File: src/design/ial_pkg.sv
// shared codes and controller/datapath interface types for the indexed array list
`default_nettype none

package ial_pkg;

    // command codes
    localparam logic [2:0] CMD_PUSH_BACK  = 3'd0;
    localparam logic [2:0] CMD_POP_BACK   = 3'd1;
    localparam logic [2:0] CMD_PUSH_FRONT = 3'd2;
    localparam logic [2:0] CMD_POP_FRONT  = 3'd3;
    localparam logic [2:0] CMD_INSERT     = 3'd4;
    localparam logic [2:0] CMD_REMOVE     = 3'd5;
    localparam logic [2:0] CMD_READ       = 3'd6;
    localparam logic [2:0] CMD_WRITE      = 3'd7;

    // status codes
    localparam logic [1:0] ST_OK     = 2'd0;
    localparam logic [1:0] ST_FULL   = 2'd1;
    localparam logic [1:0] ST_EMPTY  = 2'd2;
    localparam logic [1:0] ST_BADIDX = 2'd3;

    localparam int CMD_W = 3;
    localparam int POS_W = 5;
    localparam int DATA_W = 32;
    localparam int STAT_W = 2;

    // controller to datapath
    typedef struct packed {
        logic load;      // capture the command fields
        logic setup;     // arm the shift pointer and move count
        logic step;      // one shift step
        logic read_pos;  // read the entry at the target position
        logic place;     // write the command word at the target position
        logic commit;    // update the count and load the result registers
    } t_dp_cmd;

    // datapath to controller
    typedef struct packed {
        logic [STAT_W-1:0] status;
        logic              ins;        // push_back, push_front, insert
        logic              rem;        // pop_front, remove
        logic              pop_back;
        logic              rd;
        logic              wr;
        logic              shift_done;
    } t_dp_stat;

endpackage

`default_nettype wire

File: src/design/ial_datapath.sv
// list datapath: entry memory, count, shift pointer and result registers
`default_nettype none

module ial_datapath #(
    parameter int CAPACITY = 16
) (
    input  wire logic                        i_clk,
    input  wire logic                        i_rst_n,
    input  wire ial_pkg::t_dp_cmd            i_cmd,
    output ial_pkg::t_dp_stat                o_stat,
    input  wire logic [ial_pkg::CMD_W-1:0]   i_command,
    input  wire logic [ial_pkg::POS_W-1:0]   i_position,
    input  wire logic [ial_pkg::DATA_W-1:0]  i_value,
    output logic signed [ial_pkg::DATA_W-1:0] o_read_data,
    output logic [ial_pkg::POS_W-1:0]        o_count,
    output logic                             o_is_empty,
    output logic [ial_pkg::STAT_W-1:0]       o_status
);
    import ial_pkg::*;

    localparam int IW   = $clog2(CAPACITY);
    localparam int CW   = $clog2(CAPACITY + 1);
    localparam int CMPW = (CW > POS_W) ? CW : POS_W;

    logic [DATA_W-1:0] r_mem [CAPACITY];
    logic [DATA_W-1:0] r_rdata;

    logic [CMD_W-1:0]  r_cmd;
    logic [POS_W-1:0]  r_pos;
    logic [DATA_W-1:0] r_value;
    logic [CW-1:0]     r_count;
    logic [CW-1:0]     n_count;

    logic [IW-1:0]     r_rptr;
    logic [IW-1:0]     r_waddr;
    logic [CW-1:0]     r_left;
    logic              r_pend;
    logic              r_up;

    logic [CMPW-1:0]   pos_ext;
    logic [CMPW-1:0]   cnt_ext;
    logic [CMPW-1:0]   eff_pos;
    logic [IW-1:0]     eff_idx;
    logic [CW-1:0]     eff_cnt;
    logic [CW-1:0]     cnt_m1;
    logic              empty;
    logic              full;
    logic              do_read;
    logic              mem_we;
    logic [IW-1:0]     mem_waddr;
    logic [DATA_W-1:0] mem_wdata;
    logic              mem_re;
    logic [IW-1:0]     mem_raddr;
    t_dp_stat          stat;

    assign pos_ext = CMPW'(r_pos);
    assign cnt_ext = CMPW'(r_count);
    assign empty   = (r_count == '0);
    assign full    = (r_count == CW'(CAPACITY));
    assign cnt_m1  = r_count - CW'(1);

    // decode class, target position and check result
    always_comb begin
        stat = '0;
        eff_pos = pos_ext;
        case (r_cmd)
            CMD_PUSH_BACK, CMD_PUSH_FRONT, CMD_INSERT: begin
                stat.ins = 1'b1;
                if (r_cmd == CMD_PUSH_BACK) begin
                    eff_pos = cnt_ext;
                end else if (r_cmd == CMD_PUSH_FRONT) begin
                    eff_pos = '0;
                end
                if (full) begin
                    stat.status = ST_FULL;
                end else if (eff_pos > cnt_ext) begin
                    stat.status = ST_BADIDX;
                end else begin
                    stat.status = ST_OK;
                end
            end
            CMD_POP_FRONT, CMD_REMOVE: begin
                stat.rem = 1'b1;
                if (r_cmd == CMD_POP_FRONT) begin
                    eff_pos = '0;
                end
                if (empty) begin
                    stat.status = ST_EMPTY;
                end else if (eff_pos >= cnt_ext) begin
                    stat.status = ST_BADIDX;
                end else begin
                    stat.status = ST_OK;
                end
            end
            CMD_POP_BACK: begin
                stat.pop_back = 1'b1;
                stat.status = empty ? ST_EMPTY : ST_OK;
            end
            CMD_READ, CMD_WRITE: begin
                stat.rd = (r_cmd == CMD_READ);
                stat.wr = (r_cmd == CMD_WRITE);
                if (empty) begin
                    stat.status = ST_EMPTY;
                end else if (eff_pos >= cnt_ext) begin
                    stat.status = ST_BADIDX;
                end else begin
                    stat.status = ST_OK;
                end
            end
            default: begin
                stat.status = ST_OK;
            end
        endcase
        stat.shift_done = (r_left == '0) && !r_pend;
    end

    assign o_stat  = stat;
    assign eff_idx = eff_pos[IW-1:0];
    assign eff_cnt = eff_pos[CW-1:0];
    assign do_read = i_cmd.step && (r_left != '0);

    // memory port selection: pending shift write or placement of the new word
    always_comb begin
        mem_we    = 1'b0;
        mem_waddr = r_waddr;
        mem_wdata = r_rdata;
        if (r_pend) begin
            mem_we = 1'b1;
        end else if (i_cmd.place) begin
            mem_we    = 1'b1;
            mem_waddr = eff_idx;
            mem_wdata = r_value;
        end
        mem_re    = do_read || i_cmd.read_pos;
        mem_raddr = i_cmd.read_pos ? eff_idx : r_rptr;
    end

    always_ff @(posedge i_clk) begin
        if (mem_we) begin
            r_mem[mem_waddr] <= mem_wdata;
        end
        if (mem_re) begin
            r_rdata <= r_mem[mem_raddr];
        end
    end

    // command capture and shift bookkeeping
    always_ff @(posedge i_clk) begin
        if (i_cmd.load) begin
            r_cmd   <= i_command;
            r_pos   <= i_position;
            r_value <= i_value;
        end
        if (i_cmd.setup) begin
            r_up <= stat.ins;
            if (stat.ins) begin
                r_rptr <= cnt_m1[IW-1:0];
            end else begin
                r_rptr <= eff_idx + IW'(1);
            end
        end else if (do_read) begin
            r_waddr <= r_up ? (r_rptr + IW'(1)) : (r_rptr - IW'(1));
            r_rptr  <= r_up ? (r_rptr - IW'(1)) : (r_rptr + IW'(1));
        end
    end

    always_comb begin
        n_count = r_count;
        if (stat.status == ST_OK) begin
            if (stat.ins) begin
                n_count = r_count + CW'(1);
            end else if (stat.rem || stat.pop_back) begin
                n_count = cnt_m1;
            end
        end
    end

    always_ff @(posedge i_clk) begin
        if (!i_rst_n) begin
            r_count <= '0;
            r_left  <= '0;
            r_pend  <= 1'b0;
        end else begin
            if (i_cmd.setup) begin
                r_left <= stat.ins ? (r_count - eff_cnt) : (cnt_m1 - eff_cnt);
                r_pend <= 1'b0;
            end else if (i_cmd.step) begin
                r_pend <= do_read;
                if (do_read) begin
                    r_left <= r_left - CW'(1);
                end
            end
            if (i_cmd.commit) begin
                r_count <= n_count;
            end
        end
    end

    // result registers
    always_ff @(posedge i_clk) begin
        if (i_cmd.commit) begin
            o_read_data <= (stat.rd && stat.status == ST_OK) ? r_rdata : '0;
            o_count     <= POS_W'(n_count);
            o_is_empty  <= (n_count == '0);
            o_status    <= stat.status;
        end
    end

endmodule

`default_nettype wire

File: src/design/ial_ctrl.sv
// list controller: sequences check, shift, placement and result
`default_nettype none

module ial_ctrl (
    input  wire logic              i_clk,
    input  wire logic              i_rst_n,
    input  wire logic              start,
    output logic                   busy,
    output logic                   o_valid,
    output ial_pkg::t_dp_cmd       o_cmd,
    input  wire ial_pkg::t_dp_stat i_stat
);
    import ial_pkg::*;

    localparam logic [1:0] S_IDLE   = 2'd0;
    localparam logic [1:0] S_CHECK  = 2'd1;
    localparam logic [1:0] S_SHIFT  = 2'd2;
    localparam logic [1:0] S_REPORT = 2'd3;

    logic [1:0] r_state;
    logic [1:0] n_state;
    logic       r_valid;
    t_dp_cmd    cmd;

    always_comb begin
        n_state = r_state;
        cmd     = '0;
        case (r_state)
            S_IDLE: begin
                if (start) begin
                    cmd.load = 1'b1;
                    n_state  = S_CHECK;
                end
            end
            S_CHECK: begin
                n_state = S_REPORT;
                if (i_stat.status == ST_OK) begin
                    if (i_stat.ins || i_stat.rem) begin
                        cmd.setup = 1'b1;
                        n_state   = S_SHIFT;
                    end else if (i_stat.rd) begin
                        cmd.read_pos = 1'b1;
                    end else if (i_stat.wr) begin
                        cmd.place = 1'b1;
                    end
                end
            end
            S_SHIFT: begin
                cmd.step = 1'b1;
                if (i_stat.shift_done) begin
                    cmd.place = i_stat.ins;
                    n_state   = S_REPORT;
                end
            end
            S_REPORT: begin
                cmd.commit = 1'b1;
                n_state    = S_IDLE;
            end
            default: begin
                n_state = S_IDLE;
            end
        endcase
    end

    always_ff @(posedge i_clk) begin
        if (!i_rst_n) begin
            r_state <= S_IDLE;
            r_valid <= 1'b0;
        end else begin
            r_state <= n_state;
            r_valid <= (r_state == S_REPORT);
        end
    end

    assign busy    = (r_state != S_IDLE);
    assign o_valid = r_valid;
    assign o_cmd   = cmd;

endmodule

`default_nettype wire

File: src/design/indexed_array_list_top.sv
// top level of the indexed array list: controller plus datapath
//
// channel   direction  handshake               payload
// command   in         start high, busy low    i_command, i_position, i_value
// result    out        o_valid, one cycle      o_read_data, o_count, o_is_empty, o_status
//
// read, write, pop_back and any rejected command go from the check state
// straight to the report state, and the result strobe is registered after
// it; an insert-class or remove-class command passes through the shift state
// first, which it leaves once every entry to be moved has been written.
// the shift rate is set by the entry memory: one read and one write port,
// with the read data registered, so one entry moves per cycle.
// reset is synchronous and clears the count; memory contents are not cleared.
// the receiver cannot stall: each result is shown for exactly one cycle,
// and busy drops in that same cycle so the next command may be transferred.
`default_nettype none

module indexed_array_list_top #(
    parameter int CAPACITY = 16
) (
    input  wire logic                               i_clk,
    input  wire logic                               i_rst_n,
    input  wire logic                               start,
    output logic                                    busy,
    input  wire logic [ial_pkg::CMD_W-1:0]          i_command,
    input  wire logic [ial_pkg::POS_W-1:0]          i_position,
    input  wire logic signed [ial_pkg::DATA_W-1:0]  i_value,
    output logic                                    o_valid,
    output logic signed [ial_pkg::DATA_W-1:0]       o_read_data,
    output logic [ial_pkg::POS_W-1:0]               o_count,
    output logic                                    o_is_empty,
    output logic [ial_pkg::STAT_W-1:0]              o_status
);
    import ial_pkg::*;

    t_dp_cmd  dp_cmd;   // controller to datapath commands
    t_dp_stat dp_stat;  // check result and shift progress

    ial_ctrl u_ctrl (
        .i_clk   (i_clk),
        .i_rst_n (i_rst_n),
        .start   (start),
        .busy    (busy),
        .o_valid (o_valid),
        .o_cmd   (dp_cmd),
        .i_stat  (dp_stat)
    );

    // the word goes into the memory as raw bits; sign only matters at the ports
    ial_datapath #(
        .CAPACITY (CAPACITY)
    ) u_dp (
        .i_clk       (i_clk),
        .i_rst_n     (i_rst_n),
        .i_cmd       (dp_cmd),
        .o_stat      (dp_stat),
        .i_command   (i_command),
        .i_position  (i_position),
        .i_value     (i_value),
        .o_read_data (o_read_data),
        .o_count     (o_count),
        .o_is_empty  (o_is_empty),
        .o_status    (o_status)
    );

endmodule

`default_nettype wire

File: config.mk
export PLATFORM = sky130hd
export DESIGN_NAME = indexed_array_list_top
export DESIGN_NICKNAME = d
export VERILOG_FILES = /design/src/design/ial_pkg.sv /design/src/design/ial_datapath.sv /design/src/design/ial_ctrl.sv /design/src/design/indexed_array_list_top.sv
export SDC_FILE = /design/constraint.sdc
export NUM_CORES = 1
export LEC_CHECK = 0
export BUFFER_PORTS_ARGS = -buffer_cell sky130_fd_sc_hd__buf_2
export CAP_MARGIN = 20
export CORE_MARGIN = 4
export CORE_UTILIZATION = 32
export CTS_CLUSTER_SIZE = 8
export DETAILED_ROUTE_END_ITERATION = 12
export GPL_ROUTABILITY_DRIVEN = 0
export PLACE_DENSITY = 0.49
export SYNTH_ARGS = -nofsm -noshare
export SYNTH_HDL_FRONTEND = slang
export SYNTH_SLANG_ARGS = --single-unit
File: constraint.sdc
create_clock -name i_clk -period 6.6 [get_ports i_clk]
set_clock_uncertainty 0.15 [all_clocks]
set_input_delay 0.66 -clock i_clk [delete_from_list [all_inputs] [get_ports i_clk]]
set_output_delay 0.66 -clock i_clk [all_outputs]
set_load 0.05 [all_outputs]
==> results by group <==
Run status
  – Status: finished, final reports clean

Yosys
  – Top FF cell, synth: edfxtp_1
  – Syn_area_per_cell: 17.0 um2
  – EDFF count, synth: 633
  – Synth Net Count: about 1,600
  – Syn Inst Count: 1,523
  – Synth unique cells: 58
  – Register area share after synthesis: 74.4%
  – Synthesis-stage register bit count: 647
  – Yosys warns: 0
  – Synthesized area: 25,900 um2
  – Asr flop ratio synth: 0%

Clocking
  – Max Buffers Root-to-Sink: 3
  – Clk root buf: clkbuf_16
  – CTS buffer count: 91
  – CTS tree: yes
  – Worst-skew pair later-pin latency: 0.64 ns
  – Clock tree sinks: 647
  – Post_cts resized: 0
  – Reg clk slew, reported paths: 0.06 ns
  – Cts hold-fix bufs: 0
  – Setup bufs post-CTS: 0
  – CTS H-Tree Depth: 3

Placed design
  – Port Buffers: 84
  – Placed cell areas: 28,000 um2
  – HPWL after detailed placement: 34,900 um
  – Post-placement cell count: 2,633

Floorplanning
  – Die area: 85,700 um2
  – Die X: ~300 um
  – Initial Utilization: 32.3%
  – Row count: roughly 100
  – I/O Pins: 85
  – Area of the core: around 80,000 um2
  – Die Height: a little under 300 um

GRT
  – Largest net degree at the start of global routing: 70
  – Vias in the first global route: between 10,000 and 15,000
  – GRT overflow: 0
  – Initial antenna violation count: 2
  – GR Util All Layers: between 10% and 20%
  – First-pass GRT wire length: 96,400 um

Final layout
  – Post-Layout Cell Count: about 2,700
  – Layout cells sized above 1: 17.7%
  – Ant. Diodes: 0
  – Core Util, Final: 38.0%
  – Nets: 1,741
  – Final instance area: slightly above 30,000 um2
  – Fillcell total: between 7,000 and 8,000
  – Commonest cells after routing, fill and taps aside: edfxtp_1, mux2i_1, o22ai_1
  – Area grow syn2layout: 17.7%
  – Most common cell after layout, fill and taps aside: edfxtp_1

Worst setup path
  – CP Data Required Time: approximately 6.8 ns
  – Crit path cell chain: inv_2 > ha_1 > nor4b_2 > a2111o_1 > a21oi_4 > mux2i_4 > buf_12 > mux2i_1 > o22ai_1 > or4_1
  – CP arrival: 5.33 ns
  – Largest stage delay, worst path: roughly 0.76 ns
  – CP max FO: between 60 and 70
  – Worst Setup Path Type: reg -> reg
  – Critical R2R Launch: u_dp.cnt_ext[0]
  – CP max-delay cell: mux2i_4
  – Endpoint class of the critical path: flip-flop
  – CP top delay family: compound AO/OA/AOI/OAI gates
  – CP bufs+invs: 2
  – CP startpoint kind: flip-flop
  – Worst setup path start: u_dp.cnt_ext[0]

Run
  – MaxCap Viol Count: 0

Min path
  – Worst min path class: in -> reg
  – Hold Startpoint: i_command[1]

Timing
  – Slew Limit Fails: 0
  – TNS Setup: 0 ns
  – RSZ-0062 raised after global routing: no
  – Worst slew pin tran: 1.01 ns
  – Hold_ws: ~0.054 ns
  – Finish-stage setup viols: 0
  – Max-Slew Margin vs Limit: 32.6%
  – Hold Vio Cnt, Final: 0
  – Final period util: 77.6%
  – Fmax: 0.195 GHz
  – Minimum clock period after layout: between 5 and 6 ns

Routing
  – Final WL: 66,700 um
  – DRC Markers: 0
  – Initial DRC Count: 871
  – DRT Pass-1 Iters: 5
  – Vias/cell: roughly 5
  – Vias: 13,792
  – Antenna viol nets, final: 0
  – Average wire per standard cell: 24.4 um

Pwr
  – Leakage Power: 10.6 nW
  – Power Dens Cells: 363 nW/um2
  – Worst vdd ir: 0.212 mV
==> sequential cells by signal (all words and copies together) (netlist names) <==
name              flops
u_dp.r_up             1
u_dp.r_left           5
u_dp.r_rdata         32
u_dp.cnt_ext          5
u_dp.pos_ext          5
u_dp.r_pend           1
u_dp.r_rptr           4
u_dp.o_read_data     32
u_dp.o_count          5
u_dp.o_is_empty       1
u_dp.o_status         2
u_dp.r_mem          512
u_ctrl.r_state        2
u_dp.r_waddr          4
u_ctrl.o_valid        1
u_dp.r_value         32
u_dp.r_cmd            3
==> cell usage after synthesis (13+ instances only) <==
cell | number | area, um2
or4_1 | 32 | 240
dfxtp_1 | 14 | 280
clkbuf_1 | 41 | 154
and2_1 | 43 | 269
o21ai_0 | 13 | 65.1
mux2i_1 | 267 | 2670
nor2_1 | 45 | 169
edfxtp_1 | 633 | 19000
nand2_1 | 26 | 97.6
o22ai_1 | 128 | 801
mux2_2 | 33 | 372
ha_1 | 31 | 388
a21oi_1 | 19 | 95.1
buf_2 | 30 | 150
inv_1 | 23 | 86.3
xnor2_1 | 25 | 219
==> report_power, final <==
part	switching (mW)	internal [mW]	total [mW]
Sequential	0.130	4.92	5.05
Clock	1.65	2.54	4.19
Combinational	1.20	0.645	1.85
==> stage by stage <==
| step | total power, mW | setup slack [ns] |
|---|---|---|
| 2_1_floorplan | 6.35 | 2.05 |
| 3_3_place_gp | 6.98 | 1.59 |
| 3_5_place_dp | 7.01 | 1.53 |
| 4_1_cts | 11.2 | 1.49 |
| 5_1_grt | 11.6 | 1.27 |
| 6_report | 11.1 | 1.48 |
==> cell type report <==
type / instances / area, um2 / share of cell area (%)
Clock buffer: 100 / 2360 / 7.74
Clock inverter: 7 / 143 / 0.467
Inverter: 27 / 101 / 0.332
Multi-Input combinational cell: 773 / 6490 / 21.3
Sequential cell: 647 / 19300 / 63.2
Tap cell: 1060 / 1330 / 4.34
Timing Repair Buffer: 126 / 811 / 2.66
==> cells by family after synthesis <==
| logic type | synth area share [%] |
|---|---|
| flops | 74.4 |
| xor+xnor | 0.979 |
| mux | 11.7 |
| compound gates | 5.23 |
| fa+ha+maj | 1.57 |
| buf+inv | 1.66 |
| simple gates | 4.47 |
==> final timing paths <==
| path | end | slack (ns) | cells past startpoint |
|---|---|---|---|
| worst min-delay path | u_dp.r_cmd[1] | 0.05 | 1 |
| worst min register to register | u_dp.o_read_data[26] | 0.39 | 1 |
| worst max-delay path | u_dp.r_rdata[17] | 1.48 | 10 |
| worst max register to register | u_dp.r_rdata[17] | 1.48 | 10 |
==> layer usage <==
metal  vias to the layer above  share of wire (%)  track usage [%]
met3                       100                3.8             2.59
met2                       302                 49             25.9
met5                         -                  0                0
li1                       6305                  -                -
met1                      7085                 45             20.5
met4                         0                2.1             3.98
(Power assumes the default switching activity.)
